[src/sv/ter_pkg.sv]
// Shared types, widths and register codes of the triangle edge rasterizer.
`default_nettype none
package ter_pkg;

  localparam int VTX_W     = 16;
  localparam int COLOR_W   = 2;
  localparam int CFG_IDX_W = 3;
  localparam int COORD_W   = 12;
  localparam int BOX_W     = 18;
  localparam int DIFF_W    = VTX_W + 1;
  localparam int AREA_W    = 2 * DIFF_W + 1;
  localparam int DX_W      = VTX_W + 2;
  localparam int DP_W      = 24;
  localparam int PROD_W    = DX_W + DP_W;
  localparam int EDGE_W    = PROD_W + 1;

  localparam logic [CFG_IDX_W-1:0] REG_A_X   = 3'd0;
  localparam logic [CFG_IDX_W-1:0] REG_A_Y   = 3'd1;
  localparam logic [CFG_IDX_W-1:0] REG_B_X   = 3'd2;
  localparam logic [CFG_IDX_W-1:0] REG_B_Y   = 3'd3;
  localparam logic [CFG_IDX_W-1:0] REG_C_X   = 3'd4;
  localparam logic [CFG_IDX_W-1:0] REG_C_Y   = 3'd5;
  localparam logic [CFG_IDX_W-1:0] REG_COLOR = 3'd6;

  typedef enum logic [1:0] {
    SIGN_NONE = 2'd0,
    SIGN_POS  = 2'd1,
    SIGN_NEG  = 2'd2
  } area_sign_t;

  typedef struct packed {
    logic signed [VTX_W-1:0] ax;
    logic signed [VTX_W-1:0] ay;
    logic signed [VTX_W-1:0] bx;
    logic signed [VTX_W-1:0] by;
    logic signed [VTX_W-1:0] cx;
    logic signed [VTX_W-1:0] cy;
  } vertices_t;

  typedef struct packed {
    logic [COORD_W-1:0] left;
    logic [COORD_W-1:0] right;
    logic [COORD_W-1:0] top;
    logic [COORD_W-1:0] bottom;
    area_sign_t         sign;
    logic               empty;
  } setup_t;

  typedef struct packed {
    logic [COORD_W-1:0] x;
    logic [COORD_W-1:0] y;
    area_sign_t         sign;
    logic               empty;
    logic               last;
  } pixel_t;

  typedef struct packed {
    logic load_pix;
    logic load_prod;
    logic load_out;
  } pipe_ctl_t;

endpackage
`default_nettype wire

[src/sv/ter_setup.sv]
// Configuration registers and the pipelined bounding box and area sign setup.
`default_nettype none
module ter_setup import ter_pkg::*; #(
  parameter int FRAME_WIDTH   = 256,
  parameter int FRAME_HEIGHT  = 256,
  parameter int FRACTION_BITS = 4
) (
  input  logic                 clk,
  input  logic                 rst,
  input  logic                 cfg_valid,
  output logic                 cfg_ready,
  input  logic [CFG_IDX_W-1:0] cfg_index,
  input  logic [VTX_W-1:0]     cfg_data,
  output vertices_t            vertices,
  output logic [COLOR_W-1:0]   fill_color,
  output setup_t               setup
);

  localparam logic signed [BOX_W-1:0] FW_S = BOX_W'(FRAME_WIDTH);
  localparam logic signed [BOX_W-1:0] FH_S = BOX_W'(FRAME_HEIGHT);

  function automatic logic signed [BOX_W-1:0] px_floor(input logic signed [VTX_W-1:0] v);
    logic signed [BOX_W-1:0] e;
    e = BOX_W'(v);
    return e >>> FRACTION_BITS;
  endfunction

  function automatic logic signed [BOX_W-1:0] px_ceil(input logic signed [VTX_W-1:0] v);
    logic signed [BOX_W-1:0] e;
    e = BOX_W'(v) + BOX_W'((1 << FRACTION_BITS) - 1);
    return e >>> FRACTION_BITS;
  endfunction

  function automatic logic signed [VTX_W-1:0] min3(input logic signed [VTX_W-1:0] a,
                                                   input logic signed [VTX_W-1:0] b,
                                                   input logic signed [VTX_W-1:0] c);
    logic signed [VTX_W-1:0] m;
    m = (a < b) ? a : b;
    return (m < c) ? m : c;
  endfunction

  function automatic logic signed [VTX_W-1:0] max3(input logic signed [VTX_W-1:0] a,
                                                   input logic signed [VTX_W-1:0] b,
                                                   input logic signed [VTX_W-1:0] c);
    logic signed [VTX_W-1:0] m;
    m = (a > b) ? a : b;
    return (m > c) ? m : c;
  endfunction

  logic signed [DIFF_W-1:0]   d_bax, d_cay, d_bay, d_cax;
  logic signed [BOX_W-1:0]    fl_x, fl_y, cl_x, cl_y;
  logic signed [BOX_W-1:0]    x0, x1, y0, y1;
  logic signed [2*DIFF_W-1:0] prod_a, prod_b;
  logic signed [AREA_W-1:0]   area;

  assign cfg_ready = 1'b1;

  always_ff @(posedge clk) begin
    if (rst) begin
      vertices   <= '0;
      fill_color <= '0;
    end else if (cfg_valid && cfg_ready) begin
      unique case (cfg_index)
        REG_A_X:   vertices.ax <= cfg_data;
        REG_A_Y:   vertices.ay <= cfg_data;
        REG_B_X:   vertices.bx <= cfg_data;
        REG_B_Y:   vertices.by <= cfg_data;
        REG_C_X:   vertices.cx <= cfg_data;
        REG_C_Y:   vertices.cy <= cfg_data;
        REG_COLOR: fill_color  <= cfg_data[COLOR_W-1:0];
        default:   ;
      endcase
    end
  end

  always_comb begin
    d_bax = DIFF_W'(vertices.bx) - DIFF_W'(vertices.ax);
    d_cay = DIFF_W'(vertices.cy) - DIFF_W'(vertices.ay);
    d_bay = DIFF_W'(vertices.by) - DIFF_W'(vertices.ay);
    d_cax = DIFF_W'(vertices.cx) - DIFF_W'(vertices.ax);
    fl_x  = px_floor(min3(vertices.ax, vertices.bx, vertices.cx));
    fl_y  = px_floor(min3(vertices.ay, vertices.by, vertices.cy));
    cl_x  = px_ceil(max3(vertices.ax, vertices.bx, vertices.cx));
    cl_y  = px_ceil(max3(vertices.ay, vertices.by, vertices.cy));
  end

  always_ff @(posedge clk) begin
    prod_a <= d_bax * d_cay;
    prod_b <= d_bay * d_cax;
    x0     <= (fl_x < 0) ? '0 : fl_x;
    y0     <= (fl_y < 0) ? '0 : fl_y;
    x1     <= (cl_x > FW_S) ? FW_S : cl_x;
    y1     <= (cl_y > FH_S) ? FH_S : cl_y;
  end

  assign area = AREA_W'(prod_a) - AREA_W'(prod_b);

  always_ff @(posedge clk) begin
    setup.empty  <= (area == '0) || (x0 >= x1) || (y0 >= y1);
    setup.sign   <= area[AREA_W-1] ? SIGN_NEG : SIGN_POS;
    setup.left   <= COORD_W'(x0);
    setup.right  <= COORD_W'(x1 - BOX_W'(1));
    setup.top    <= COORD_W'(y0);
    setup.bottom <= COORD_W'(y1 - BOX_W'(1));
  end

endmodule
`default_nettype wire

[config.mk]
export PLATFORM = sky130hd
export DESIGN_NAME = ter_setup
export DESIGN_NICKNAME = d
export VERILOG_FILES = /design/src/sv/ter_pkg.sv /design/src/sv/ter_setup.sv
export SDC_FILE = /design/constraint.sdc
export NUM_CORES = 2
export LEC_CHECK = 0
export ABC_CLOCK_PERIOD_IN_PS = 8700
export BUFFER_PORTS_ARGS = -buffer_cell sky130_fd_sc_hd__buf_2
export CAP_MARGIN = 20
export CORE_MARGIN = 1
export CORE_UTILIZATION = 50
export CTS_CLUSTER_SIZE = 40
export DETAILED_ROUTE_END_ITERATION = 8
export GPL_TIMING_DRIVEN = 0
export PLACE_DENSITY = 0.74
export REMOVE_ABC_BUFFERS = 1
export SYNTH_ARGS = -nofsm -noshare
export SYNTH_HDL_FRONTEND = slang
export SYNTH_SLANG_ARGS = --single-unit
[constraint.sdc]
create_clock -name clk -period 8.7 [get_ports clk]
set_clock_uncertainty 0.1 [all_clocks]
set_input_delay 1.74 -clock clk [delete_from_list [all_inputs] [get_ports clk]]
set_output_delay 1.74 -clock clk [all_outputs]
set_load 0.01 [all_outputs]
## Word-level counts from Yosys, hierarchy flattened

Cells that the tools add are included.

| word-level totals | value |
|---|---|
| output and inout port bits | 150 |
| memories | 0 |
| register bits after elaboration | 267 |
| ROM bits | 0 |
| bits in writable memories | 0 |
| bits in latches | 0 |
| word-level logic and storage cells | 70 |

| operators by class | value |
|---|---|
| equal/unequal tests | 6 |
| divide/modulo/power cells | 0 |
| bitwise logic cells | 0 |
| reduce and logical (&&, ||, !) cells | 11 |
| add/sub/neg operators | 9 |
| shift-type cells | 0 |
| multiplexer cells | 9 |
| $mul | 2 |
| $lt $le $gt $ge | 14 |

Operators with widths:

| kind | count |
|---|---|
| $mux W16 | 8 |
| $mul A17 B17 Y34 | 2 |
| $sub A16 B16 Y17 | 4 |
| $gt A16 B16 Y1 | 4 |
| $lt A16 B16 Y1 | 4 |
| $logic_not A35 Y1 | 1 |
| $sub A34 B34 Y35 | 1 |
| $add A16 B5 Y17 const B | 2 |
| $ge A12 B13 Y1 | 2 |
| $gt A13 B10 Y1 const B | 2 |
| $lt A12 B1 Y1 const B | 2 |
| $sub A12 B2 Y12 const B | 2 |
| $reduce_and A2 Y1 | 7 |
| $eq A3 B3 Y1 const B | 3 |
| $eq A3 B2 Y1 const B | 2 |
| $eq A3 B1 Y1 const B | 1 |
| $logic_not A3 Y1 | 1 |
| $logic_or A1 B1 Y1 | 2 |
| $mux W2 | 1 |

## Logic depth before layout (Yosys ltp)

| logic depth | value |
|---|---|
| word-level depth | 6 |
| mapped depth | 40 |
| gate-level depth less buffers | 38 |

## Least setup slack after synthesis

No wires, ideal clock.

| timing path | value |
|---|---|
| path kind | flip-flop to flip-flop |
| from | reg vertices[32] (netlist name) |
| to | reg prod_b[33] |
| clock period less this slack | 8.992 ns |
| data arrival time | 8.819 ns |
| slack | -0.292 ns |
| path buffers | 0 |
| cell stages (with the launch flop) | 37 |
| cell sequence | dfxtp_1 inv_1 ha_1 fa_1 nor2b_1 o21ai_0 a21boi_0 o21ai_0 a21boi_0 o21ai_0 a21boi_0 o21ai_0 a21oi_1 nand2_1 o22ai_1 nor2_1 fa_1 inv_1 fa_1 inv_1 fa_1 fa_1 fa_1 inv_1 fa_1 inv_1 ha_1 and4_1 and2_1 nand2_1 nor3_1 nor3_1 o31ai_1 or4_1 a31o_2 a21oi_1 xnor2_1 |

| on the way | value |
|---|---|
| word-level cells in the longest chain between the ends | 2 |

Ends and longest elaborated chain:

| element | RTL line | RTL |
|---|---|---|
| from (decl) | ter_setup.sv:14 | `output vertices_t vertices,` |
| $sub A16 B16 Y17 | ter_setup.sv:79 | `d_bay = DIFF_W'(vertices.by) - DIFF_W'(vertices.ay);` |
| $mul A17 B17 Y34 | ter_setup.sv:89 | `prod_b <= d_bay * d_cax;` |
| to (signal assigned) | ter_setup.sv:89 |  |
| to (decl) | ter_setup.sv:53 | `logic signed [2*DIFF_W-1:0] prod_a, prod_b;` |

Every way passes these cells.
A chain may end at the register's enable or synchronous reset.

## Final worst setup path

| timing path | value |
|---|---|
| from | reg vertices[71] (netlist name) |
| to | reg prod_b[33] |

The elaborated chain is that of the path after synthesis.

==> impl_metrics.env <==
export IMPL_worstPathRequired_ns=9.06
export IMPL_crit_family="adder cells"
export IMPL_yosysMostFrequentCell="inv_1"
export IMPL_clockRootBuffer="clkbuf_16"
export IMPL_cts_hold_buf=0
export IMPL_period_share=1.03
export IMPL_slowest_delay_ns=0.79
export IMPL_grt_overflow=0
export IMPL_ys_seq_area_frac=0.140
export IMPL_synthCells=4536
export IMPL_tightestPinTransition_ns=1.20
export IMPL_synth_edff_count=0
export IMPL_wl_per_cell_um=21.7
export IMPL_rsz0062_at_grt="true"
export IMPL_drive_above_1_share=0.163
export IMPL_clock_latency_ns=0.58
export IMPL_critPathMaxFanout=5
export IMPL_synth_top_cell_area_share=0.312
export IMPL_status="complete, but fails checks"
export IMPL_ys_ff_latch=267
export IMPL_portBuffers=170
export IMPL_antenna_found_initial=7
export IMPL_max_slew_margin=0.201
export IMPL_drv_slew=0
export IMPL_setup_violations=2
export IMPL_routed_wl_mm=126
export IMPL_dpl_hpwl_mm=97.1
export IMPL_drc=0
export IMPL_fmax_mhz=112
export IMPL_hp_class="flip-flop to flip-flop"
export IMPL_synth_area_top_cells="fa_1, dfxtp_1, ha_1, inv_1, nand2_1"
export IMPL_cts_tree="done"
export IMPL_dpl_cell_area_sq_mm=0.0402
export IMPL_antenna_left=0
export IMPL_hold_slack_ns=0.260
export IMPL_layout_setup_ws_ns=-0.249
export IMPL_coreArea_sq_mm=0.0758
export IMPL_grt_usage=0.322
export IMPL_die_w_um=279
export IMPL_start_util=0.505
export IMPL_async_flop_share=0
export IMPL_clk_pin_slew_ns=0.06
export IMPL_die_h_um=279
export IMPL_cp_arrival_ns=9.30
export IMPL_wl_met2_mm=54.6
export IMPL_htreeDepth=2
export IMPL_numClockSinks=267
export IMPL_crit_path_top_delay_cell="xnor2_1"
export IMPL_avgSynthCellArea_sq_um=8.44
export IMPL_pin_count=172
export IMPL_num_vias=33800
export IMPL_dieArea_sq_mm=0.0777
export IMPL_yosysTopAreaCell="fa_1"
export IMPL_wl_met1_mm=47.8
export IMPL_critPathCaptureType="flip-flop"
export IMPL_grt_pass1_vias=33800
export IMPL_yosys_warnings=0
export IMPL_vias_per_cell=5.81
export IMPL_fillCellCount=6332
export IMPL_synth_flop_cell="dfxtp_1"
export IMPL_violations="setup timing"
export IMPL_finalInstanceArea_sq_mm=0.0448
export IMPL_min_period_ns=8.95
export IMPL_syn_area_sq_mm=0.0383
export IMPL_yosys_top_cells_count="inv_1, nand2_1, fa_1"
export IMPL_grt_max_degree=65
export IMPL_wl_met3_mm=13.6
export IMPL_pre_cts_ws_ns=-2.51
export IMPL_area_growth_pct=17.1
export IMPL_synth_cell_types=97
export IMPL_drt_initial_drc_count=3295
export IMPL_cp_common_cell="fa_1"
export IMPL_clockBufferDepth=3
export IMPL_top_layer="met5"
export IMPL_gp_congestion=1.02
export IMPL_rows=101
export IMPL_start_kind="flip-flop"
export IMPL_cts_buffers_inserted=34
export IMPL_drv_cap=0
export IMPL_hold_violations=0
export IMPL_final_nets=5794
export IMPL_drtPass1Iterations=6
export IMPL_postLayoutCoreUtil=0.591
export IMPL_multi_input_area_sq_mm=0.0314
export IMPL_layout_area_seq_sq_mm=0.00542
export IMPL_grt_pass1_wl_mm=191
export IMPL_crit_buf_inv=4
export IMPL_crit_type="flip-flop to flip-flop"
path summary, 6_finish.rpt:
check	to	start	slack, ns	cells after the start
worst min-delay path	setup[45]	x0[6]	0.26	0
worst max register to register	prod_b[33]	vertices[71]	-0.25	30
worst max-delay path	prod_b[33]	vertices[71]	-0.25	30
worst min register to register	setup[45]	x0[6]	0.26	0
layout make-up:
type,instances,share of cell area
clock inverter,13,0.00393
timing repair buffer,378,0.0594
clock buffer,48,0.0215
sequential,267,0.121
inverter,792,0.0667
antenna,2,0.000112
multi-input combinational,3343,0.700
tap,978,0.0273
kinds of logic after synthesis:
logic type | count (synthesis) | synth area share
and+or+nand+nor | 1481 | 0.171
muxes | 46 | 0.0128
AOI/OAI and AO/OA | 669 | 0.112
other | 2 | 0.000196
xor gates and xnor gates | 188 | 0.0435
buffers and inverters | 927 | 0.0921
DFF | 267 | 0.140
adders and majority gates | 956 | 0.430
registers in the layout (all words and copies together), names as in the netlist:
name        count
fill_color      2
prod_a         34
prod_b         34
setup          51
vertices       96
x0             12
x1             13
y0             12
y1             13
per-stage QoR:
stage	std cells	setup TNS [ns]
6_report	5821	-0.321
3_3_place_gp	5550	-69.33
4_1_cts	5752	-0.0453
3_5_place_dp	5578	-46.47
5_1_grt	5819	-1.86
2_1_floorplan	4402	-1.15
layer usage:
metal  vias up  global-route usage
met5         -                   0
met4         8               0.206
met3       512              0.0703
met2      1866               0.493
met1     16500               0.412
li1      15000                   -
placed cells by master, fill, tap and decap left out, drive strengths merged, types with 13 or more instances in the layout:
| cell type | n |
|---|---|
| or3 | 17 |
| xnor2 | 134 |
| nor4 | 22 |
| and2 | 27 |
| o21ai | 171 |
| or2 | 20 |
| a21o | 64 |
| nor3 | 54 |
| a211oi | 26 |
| nand2b | 59 |
| and3 | 19 |
| clkbuf | 48 |
| a21boi | 14 |
| fa | 597 |
| xor2 | 54 |
| nand4 | 40 |
| nand3 | 53 |
| buf | 378 |
| mux2 | 19 |
| o21a | 33 |
| ha | 359 |
| nor2 | 400 |
| nor2b | 59 |
| dfxtp | 267 |
| a31oi | 15 |
| mux2i | 27 |
| nand2 | 680 |
| a21oi | 219 |
| inv | 794 |
| o21bai | 13 |
repair_timing:
action / 4_1_cts / 5_1_grt
resized for setup: 267 / 159
cloned: 1 / 0
endpoints found under the setup margin: 39 / 22
setup buffers: 112 / 66
pin swaps: 71 / 96
Power is left out: the tool's default activity adds up to more than one toggle a clock period on the data nets, which glitch-free logic cannot reach.
