## config.mk

```make
export PLATFORM = sky130hd
export DESIGN_NAME = ter_scan
export DESIGN_NICKNAME = d
export VERILOG_FILES = /design/src/sv/ter_pkg.sv /design/src/sv/ter_scan.sv
export SDC_FILE = /design/constraint.sdc
export NUM_CORES = 1
export LEC_CHECK = 0
export BUFFER_PORTS_ARGS = -buffer_cell sky130_fd_sc_hd__buf_2
export CAP_MARGIN = 0
export CORE_MARGIN = 2
export CORE_UTILIZATION = 50
export DETAILED_ROUTE_END_ITERATION = 10
export PLACE_DENSITY = 0.85
export SLEW_MARGIN = 20
export SYNTH_ARGS = -nofsm -noshare
export SYNTH_HDL_FRONTEND = slang
export SYNTH_SLANG_ARGS = --single-unit
```

## constraint.sdc

```tcl
create_clock -name clk -period 8.5 [get_ports clk]
set_input_delay 1.7 -clock clk [delete_from_list [all_inputs] [get_ports clk]]
set_output_delay 1.7 -clock clk [all_outputs]
set_load 0.1 [all_outputs]
```

## src/sv/ter_pkg.sv

```systemverilog
// Shared types, widths and register codes of the triangle edge rasterizer.
`default_nettype none
package ter_pkg;

  localparam int VTX_W     = 16;
  localparam int COLOR_W   = 2;
  localparam int CFG_IDX_W = 3;
  localparam int COORD_W   = 12;
  localparam int BOX_W     = 18;
  localparam int DIFF_W    = VTX_W + 1;
  localparam int AREA_W    = 2 * DIFF_W + 1;
  localparam int DX_W      = VTX_W + 2;
  localparam int DP_W      = 24;
  localparam int PROD_W    = DX_W + DP_W;
  localparam int EDGE_W    = PROD_W + 1;

  localparam logic [CFG_IDX_W-1:0] REG_A_X   = 3'd0;
  localparam logic [CFG_IDX_W-1:0] REG_A_Y   = 3'd1;
  localparam logic [CFG_IDX_W-1:0] REG_B_X   = 3'd2;
  localparam logic [CFG_IDX_W-1:0] REG_B_Y   = 3'd3;
  localparam logic [CFG_IDX_W-1:0] REG_C_X   = 3'd4;
  localparam logic [CFG_IDX_W-1:0] REG_C_Y   = 3'd5;
  localparam logic [CFG_IDX_W-1:0] REG_COLOR = 3'd6;

  typedef enum logic [1:0] {
    SIGN_NONE = 2'd0,
    SIGN_POS  = 2'd1,
    SIGN_NEG  = 2'd2
  } area_sign_t;

  typedef struct packed {
    logic signed [VTX_W-1:0] ax;
    logic signed [VTX_W-1:0] ay;
    logic signed [VTX_W-1:0] bx;
    logic signed [VTX_W-1:0] by;
    logic signed [VTX_W-1:0] cx;
    logic signed [VTX_W-1:0] cy;
  } vertices_t;

  typedef struct packed {
    logic [COORD_W-1:0] left;
    logic [COORD_W-1:0] right;
    logic [COORD_W-1:0] top;
    logic [COORD_W-1:0] bottom;
    area_sign_t         sign;
    logic               empty;
  } setup_t;

  typedef struct packed {
    logic [COORD_W-1:0] x;
    logic [COORD_W-1:0] y;
    area_sign_t         sign;
    logic               empty;
    logic               last;
  } pixel_t;

  typedef struct packed {
    logic load_pix;
    logic load_prod;
    logic load_out;
  } pipe_ctl_t;

endpackage
`default_nettype wire

```

## src/sv/ter_scan.sv

```systemverilog
// Scan position state: walks the bounding box one pixel per beat.
`default_nettype none
module ter_scan import ter_pkg::*; #(
  parameter int FRAME_WIDTH  = 256,
  parameter int FRAME_HEIGHT = 256
) (
  input  logic   clk,
  input  logic   rst,
  input  logic   fire,
  input  setup_t setup,
  output pixel_t pixel
);

  localparam int XW = (FRAME_WIDTH > 1) ? $clog2(FRAME_WIDTH) : 1;
  localparam int YW = (FRAME_HEIGHT > 1) ? $clog2(FRAME_HEIGHT) : 1;

  logic [XW-1:0] scan_x, scan_x_next, box_left, box_left_next, box_right, box_right_next;
  logic [YW-1:0] scan_y, scan_y_next, box_bottom, box_bottom_next;
  area_sign_t    area_sign, area_sign_next;
  logic          scanning, scanning_next;

  logic [XW-1:0] cur_x, cur_left, cur_right;
  logic [YW-1:0] cur_y, cur_bottom;
  area_sign_t    cur_sign;
  logic          empty_scan, end_row, end_box;

  always_comb begin
    cur_x      = scanning ? scan_x : setup.left[XW-1:0];
    cur_y      = scanning ? scan_y : setup.top[YW-1:0];
    cur_left   = scanning ? box_left : setup.left[XW-1:0];
    cur_right  = scanning ? box_right : setup.right[XW-1:0];
    cur_bottom = scanning ? box_bottom : setup.bottom[YW-1:0];
    cur_sign   = scanning ? area_sign : setup.sign;
    empty_scan = !scanning && setup.empty;
    end_row    = cur_x >= cur_right;
    end_box    = end_row && (cur_y >= cur_bottom);

    scan_x_next     = scan_x;
    scan_y_next     = scan_y;
    box_left_next   = box_left;
    box_right_next  = box_right;
    box_bottom_next = box_bottom;
    area_sign_next  = area_sign;
    scanning_next   = scanning;

    if (fire && !empty_scan) begin
      box_left_next   = cur_left;
      box_right_next  = cur_right;
      box_bottom_next = cur_bottom;
      area_sign_next  = cur_sign;
      if (end_row) begin
        if (end_box) begin
          scanning_next = 1'b0;
        end else begin
          scan_x_next   = cur_left;
          scan_y_next   = cur_y + 1'b1;
          scanning_next = 1'b1;
        end
      end else begin
        scan_x_next   = cur_x + 1'b1;
        scan_y_next   = cur_y;
        scanning_next = 1'b1;
      end
    end

    if (empty_scan) begin
      pixel.x     = '0;
      pixel.y     = '0;
      pixel.sign  = SIGN_NONE;
      pixel.empty = 1'b1;
      pixel.last  = 1'b1;
    end else begin
      pixel.x     = COORD_W'(cur_x);
      pixel.y     = COORD_W'(cur_y);
      pixel.sign  = cur_sign;
      pixel.empty = 1'b0;
      pixel.last  = end_box;
    end
  end

  always_ff @(posedge clk) begin
    if (rst) begin
      scan_x     <= '0;
      scan_y     <= '0;
      box_left   <= '0;
      box_right  <= '0;
      box_bottom <= '0;
      area_sign  <= SIGN_NONE;
      scanning   <= 1'b0;
    end else begin
      scan_x     <= scan_x_next;
      scan_y     <= scan_y_next;
      box_left   <= box_left_next;
      box_right  <= box_right_next;
      box_bottom <= box_bottom_next;
      area_sign  <= area_sign_next;
      scanning   <= scanning_next;
    end
  end

endmodule
`default_nettype wire

```

Word level (Yosys, flattened, before mapping)
Index checks and enable logic that the tools add are counted.
- flip-flop bits (word level): 43
- input port bits: 54
- $add $sub $neg: 2
- magnitude comparators: 2
- equal/unequal tests: 1
- multiplexer cells: 13
- reductions and logical operators: 6
- operators by type and width (kind ; number):
    8-bit 2-to-1 mux ; 9
    24-bit 2-to-1 mux ; 1
    8-bit by 1-bit adder with 8-bit output (second input constant) ; 2
    8-bit greater-or-equal comparator ; 2
    1-bit logical AND ; 3
    1-bit logical NOT ; 2
    1-bit 2-to-1 mux ; 2
    2-bit 2-to-1 mux ; 1
    2-bit != test (second input constant) ; 1
    2-bit AND reduction ; 1

Longest topological paths before layout
Gate-level depths: netlist of the first run.
- word-level depth: 5
- gate-level depth with buffers: 15
- gate-level depth less buffers: 10

Worst setup path after synthesis of the first run
OpenSTA, ideal clock, no wires.
- path kind: input to output
- from: in setup[40] (netlist bit)
- to: out pixel[17] (netlist bit)
- arrival: 4.173 ns
- data required time: 6.800 ns
- setup slack: 2.627 ns
- cell stages on the path: 3
- cell sequence: nor2b_1 > a21o_1 > a21boi_0
- RTL lines (item ; line ; source):
    start: declaration ; ter_scan.sv:10 ; input setup_t setup,
    end: declaration ; ter_scan.sv:11 ; output pixel_t pixel

==> summary.txt, run 1 <==
initial antenna violation count -> 0
Worst EP arrival -> 4530 ps
critical path launch point type -> input port
Boundary Pins -> 82
DRC -> 0
Max-cap violations -> 0
IO Port Bufs -> 57
Final Util -> 57.1%
CTS Sinks -> 43
Critical Path RT -> 6800 ps
number of diodes -> 0
post-synth top area share -> 29.1%
DRT iter0 DRCs -> 183
Vias -> 2754
Synth cell types -> 47
busiest layer in global routing -> met2
synth warn -> 0
Area Overhead vs Synth -> 12.2%
overall routing resource usage -> 23.1%
final hold vios -> 0
Pre-antenna DRT Iters -> 4
Slew Limit Fails -> 0
status -> finished clean
CP endpoint kind -> output port
post-synthesis cell type with the largest combined area -> dfxtp_1
Worst-Margin Slew -> 889 ps
setup tns final -> 0 ps
die width -> 80.9 um
# Post-CTS Setup Buffers -> 0
Worst-path clk slew -> 70 ps
fmax -> 0.160 GHz
Synth top cells by count -> dfxtp_1 (43), a21oi_1 (35), nor2_1 (33)
post-synthesis sequential area ratio -> 29.1%
top fanout value on the critical path -> 11
Yosys reg bits -> 43
crit path kind -> input port to output port
first-pass GRT wire length -> 12000 um
Vias per Instance -> 5.76
row cnt -> 28
Rel. slew slack -> 40.3%
Final setup viols -> 0
TritonCTS clock tree -> built
ys async rst share -> 0%
share of layout cells above drive strength 1 -> 19.6%
vias in the first global route -> 2621
Fill cells -> 566
fin nets -> 475
most common cell in the netlist -> dfxtp_1
DRT antenna net count -> 0
period utilization -> 73.3%
Multi-input gate area -> 0.00190 mm^2
RSZ-0062 raised after global routing -> false
grt met1 use -> 30.0%
met3 GRT Util -> 4.11%
skew final -> 15.6 ps
power density cells -> 202 mW/mm^2
DP Wirelength -> 5140 um
Starting Density -> 50.9%
Mapped Area -> 0.00296 mm^2
grt met2 use -> 38.0%
Synth Instances -> 362
CTS Buf Count -> 5
routed wire length -> 7230 um
worst vdd ir -> 0.0934 mV
Syn Area/Cell -> 8.18 um^2
HP Class -> register to register
pin count of the biggest net entering global routing -> 57
Worst R2R Path Depth -> 10
Reg area -> 862 um^2
Core ar. -> 0.00582 mm^2
Leakage -> 0.00139 uW
gp weighted congestion -> 0.867
minimum clock period -> 6230 ps
H-tree lvl count -> 2
CTS hold repair buffers -> 0
post_cts resized -> 0
detailed-route wire length per cell -> 15.1 um
insertion delay to the later sink of the worst-skew pair -> 300 ps
Area contributors post-synth -> dfxtp_1 (29%), mux2i_1 (9.8%), ha_1 (7.6%)
Die Footprint -> 0.00655 mm^2
hold depth -> 2
Top FF cell, synth -> dfxtp_1
number of flops mapped to enable cells by yosys -> 0
Root Driver -> clkbuf_8
die height -> 80.9 um
GR Overflow Total -> 0
Clock Path Buffers -> 2
## cell usage in the layout, fill, tap and decap left out, types with 6 or more instances in the layout
master	count
o21ai_0	18
mux2i_1	29
dfxtp_1	42
o22ai_1	6
nand2b_1	12
ha_1	18
inv_1	14
a211oi_1	21
nor2b_1	7
buf_2	57
conb_1	8
nor2_1	33
nand2_1	24
xnor2_1	11
a21oi_1	35
## report_power, final
part	switching (uW)	internal, uW	leakage (uW)
Sequential	11.6	220	0.000354
Clock	72.1	86.3	0.0000513
Combinational	202	79.0	0.000983
## stage by stage
stage	std cells	total power, uW	hold WS, ps	setup WS, ps	area [um^2]
5_1_grt	478	709	479	2090	3320
4_1_cts	478	669	458	2280	3320
2_1_floorplan	369	464	433	2630	2990
6_report	478	671	456	2270	3320
3_3_place_gp	471	506	439	2340	3220
3_5_place_dp	471	514	447	2290	3220
## flip-flops by register name, summed over array words and instances (netlist names)
register,cells
box_left,8
area_sign,2
scanning,1
scan_x,8
box_right,8
box_bottom,8
scan_y,8
## path summary, 6_finish.rpt
| kind | end | slack, ps | startpoint |
|---|---|---|---|
| min | box_right[0]$_SDFFE_PP0P_ | 460 | box_right[0]$_SDFFE_PP0P_ |
| max | pixel[0] | 2270 | setup[41] |
| min reg2reg | box_right[0]$_SDFFE_PP0P_ | 460 | box_right[0]$_SDFFE_PP0P_ |
| max reg2reg | scan_x[1]$_SDFFE_PP0P_ | 4620 | scanning$_SDFFE_PP0P_ |
## kinds of logic (layout without fill, tap and decap cells)
kind of cell,Yosys count,after routing,share of synthesized area (%)
compound gates,112,112,25.4
simple gates,97,97,15.7
flops,43,43,29.1
fa+ha+maj,18,18,7.61
buf+inv,48,82,7.86
mux,32,32,10.9
other cells,1,8,0.127
xor+xnor,11,11,3.25
## worst max-delay path, stage by stage
cell and delay, ps:
buf_2 120, nor2b_1 140, a21oi_1 280, inv_1 80, ha_1 290, a31oi_1 180
nor2b_1 110, o311a_1 440, o21ai_1 750, nand2b_1 110, buf_2 320
## metal layers
metal / wire [um] / vias to the layer above
met2: 3480 / 100
met1: 3090 / 1266
li1: - / 1374
met3: 509 / 14
met5: 0 / -
met4: 139 / 0
## final cells by class
class | instances | share of cell area [%]
multi-input combinational | 278 | 57.1
sequential | 43 | 26.0
timing repair buffer | 61 | 9.49
tap | 75 | 2.82
clock buffer | 6 | 2.18
inverter | 14 | 1.58
clock inverter | 1 | 0.904
No activity file was read; power rests on OpenSTA's default activity.
==> inputs of run 2 (changes only) <==
--- a/config.mk
+++ b/config.mk
@@ -8,7 +8,7 @@
 export BUFFER_PORTS_ARGS = -buffer_cell sky130_fd_sc_hd__buf_2
 export CAP_MARGIN = 0
 export CORE_MARGIN = 2
-export CORE_UTILIZATION = 50
+export CORE_UTILIZATION = 48
 export DETAILED_ROUTE_END_ITERATION = 10
 export PLACE_DENSITY = 0.85
 export SLEW_MARGIN = 20
==> constraint.sdc (replaced) <==
create_clock -name clk -period 5.7 [get_ports clk]
set_input_delay 1.14 -clock clk [delete_from_list [all_inputs] [get_ports clk]]
set_output_delay 1.14 -clock clk [all_outputs]
set_load 0.1 [all_outputs]
==> summary.txt, run 2 (same netlist as run 1, synthesis figures left out) <==
status -> finished clean
Starting Density -> 49.7%
crit path cell chain -> buf_4 -> nand2b_1 -> nand2_1 -> ha_1 -> and3_1 -> o311a_1 -> o21ai_1 -> buf_4 -> nand2b_1 -> buf_2
Final setup viols -> 0
HP Class -> register to register
top fanout value on the critical path -> 43
hold_sp -> box_bottom[0]$_SDFFE_PP0P_
die height -> 82.5 um
number of diodes -> 0
max incr delay on CP -> 1000 ps
TritonCTS clock tree -> built
skew final -> 5.25 ps
share of layout cells above drive strength 1 -> 20.0%
CTS Sinks -> 43
setup tns final -> 0 ps
DRC -> 0
# Post-CTS Setup Buffers -> 0
CTS Buf Count -> 5
first-pass GRT wire length -> 12500 um
initial antenna violation count -> 0
routed wire length -> 7440 um
Critical Path RT -> 4560 ps
Clock Path Buffers -> 2
post_cts resized -> 0
overall routing resource usage -> 23.3%
Slew Limit Fails -> 0
Core ar. -> 0.00596 mm^2
Root Driver -> clkbuf_8
Max-cap violations -> 0
period utilization -> 86.5%
final hold slack -> 460 ps
H-tree lvl count -> 2
DRT iter0 DRCs -> 326
Area Overhead vs Synth -> 12.0%
Worst-Margin Slew -> 1010 ps
die width -> 82.5 um
largest delay contributor family on the critical path -> flip-flops
final hold vios -> 0
Die Footprint -> 0.00681 mm^2
crit path kind -> register to output port
Fill cells -> 559
minimum clock period -> 4930 ps
worst vdd ir -> 0.135 mV
DRT antenna net count -> 0
Boundary Pins -> 82
Crit-path slowest cell -> dfxtp_2
Pre-antenna DRT Iters -> 5
detailed-route wire length per cell -> 15.5 um
r2r setup slk -> 1960 ps
commonest non-fill, non-tap cells in the layout -> buf_2 (57), dfxtp_1 (42), a21oi_1 (35)
buffers and inverters on the worst path -> 3
Vias per Instance -> 5.89
Worst EP arrival -> 3790 ps
row cnt -> 28
IO Port Bufs -> 57
DP Wirelength -> 5440 um
RSZ-0062 raised after global routing -> false
critical path launch point type -> register
GR Overflow Total -> 0
Leakage -> 0.00139 uW
CP endpoint kind -> output port
Worst-path clk slew -> 80 ps
most common cell after layout, fill and taps aside -> buf_2
gp weighted congestion -> 0.908
CTS hold repair buffers -> 0
crit path from -> scanning$_SDFFE_PP0P_
insertion delay to the later sink of the worst-skew pair -> 300 ps
Vias -> 2831
vias in the first global route -> 2732
Multi-input gate area -> 0.00190 mm^2
fin nets -> 477
fmax -> 0.203 GHz
R2R Path Start -> scanning$_SDFFE_PP0P_
Reg area -> 862 um^2
Rel. slew slack -> 32.8%
power density cells -> 290 mW/mm^2
pin count of the biggest net entering global routing -> 47
## run 2: cell count changes in the layout (fill, tap and decap cells not counted), sizes merged
cell    previous run  this run
clkinv             0         1
bufinv             1         0
clkbuf             6         7
buf               61        63
## run 2: cell type report
type | instances | share of cell area (%)
timing repair buffer | 63 | 9.96
inverter | 14 | 1.58
sequential | 43 | 26.0
tap | 75 | 2.83
clock inverter | 1 | 0.151
multi-input combinational | 278 | 57.2
clock buffer | 7 | 2.30
## run 2: per-stage QoR
stage	instances	setup slack (ps)	total power [uW]	util (%)	instance area (um^2)
after global routing	481	472	1010	55.7	3320
final	481	767	962	55.7	3320
after detailed placement	473	895	771	54.3	3230
after CTS	481	803	962	55.7	3320
after floorplan	369	947	692	-	2990
after global placement	473	956	758	54.3	3230
## run 2: per-layer routing
metal,GRT usage [%],share of wire (%),vias to the layer above
met1,29.2,42,1300
met2,40.9,49,138
met4,7.21,1.5,0
met3,3.48,7.2,15
li1,-,-,1378
met5,0,0,-
## run 2: final timing paths
check,endpoint,depth (start not counted)
max,pixel[0],10
max reg2reg,scan_x[6]$_SDFFE_PP0P_,10
min,box_bottom[0]$_SDFFE_PP0P_,2
min reg2reg,box_bottom[0]$_SDFFE_PP0P_,2
## run 2: power breakdown
group	leakage (uW)	switching [uW]	internal, uW	total, uW
sequential	0.000354	26.3	328	354
clock	0.0000422	107	86.2	193
combinational	0.000993	294	121	415
## run 2: worst register-to-register path, delay by kind of cell, from the launching register on
family	cells	cell delay [ps]
fa+ha+maj	1	300
buf+inv	2	450
mux	1	260
flops	1	1000
compound gates	4	1270
simple gates	2	370
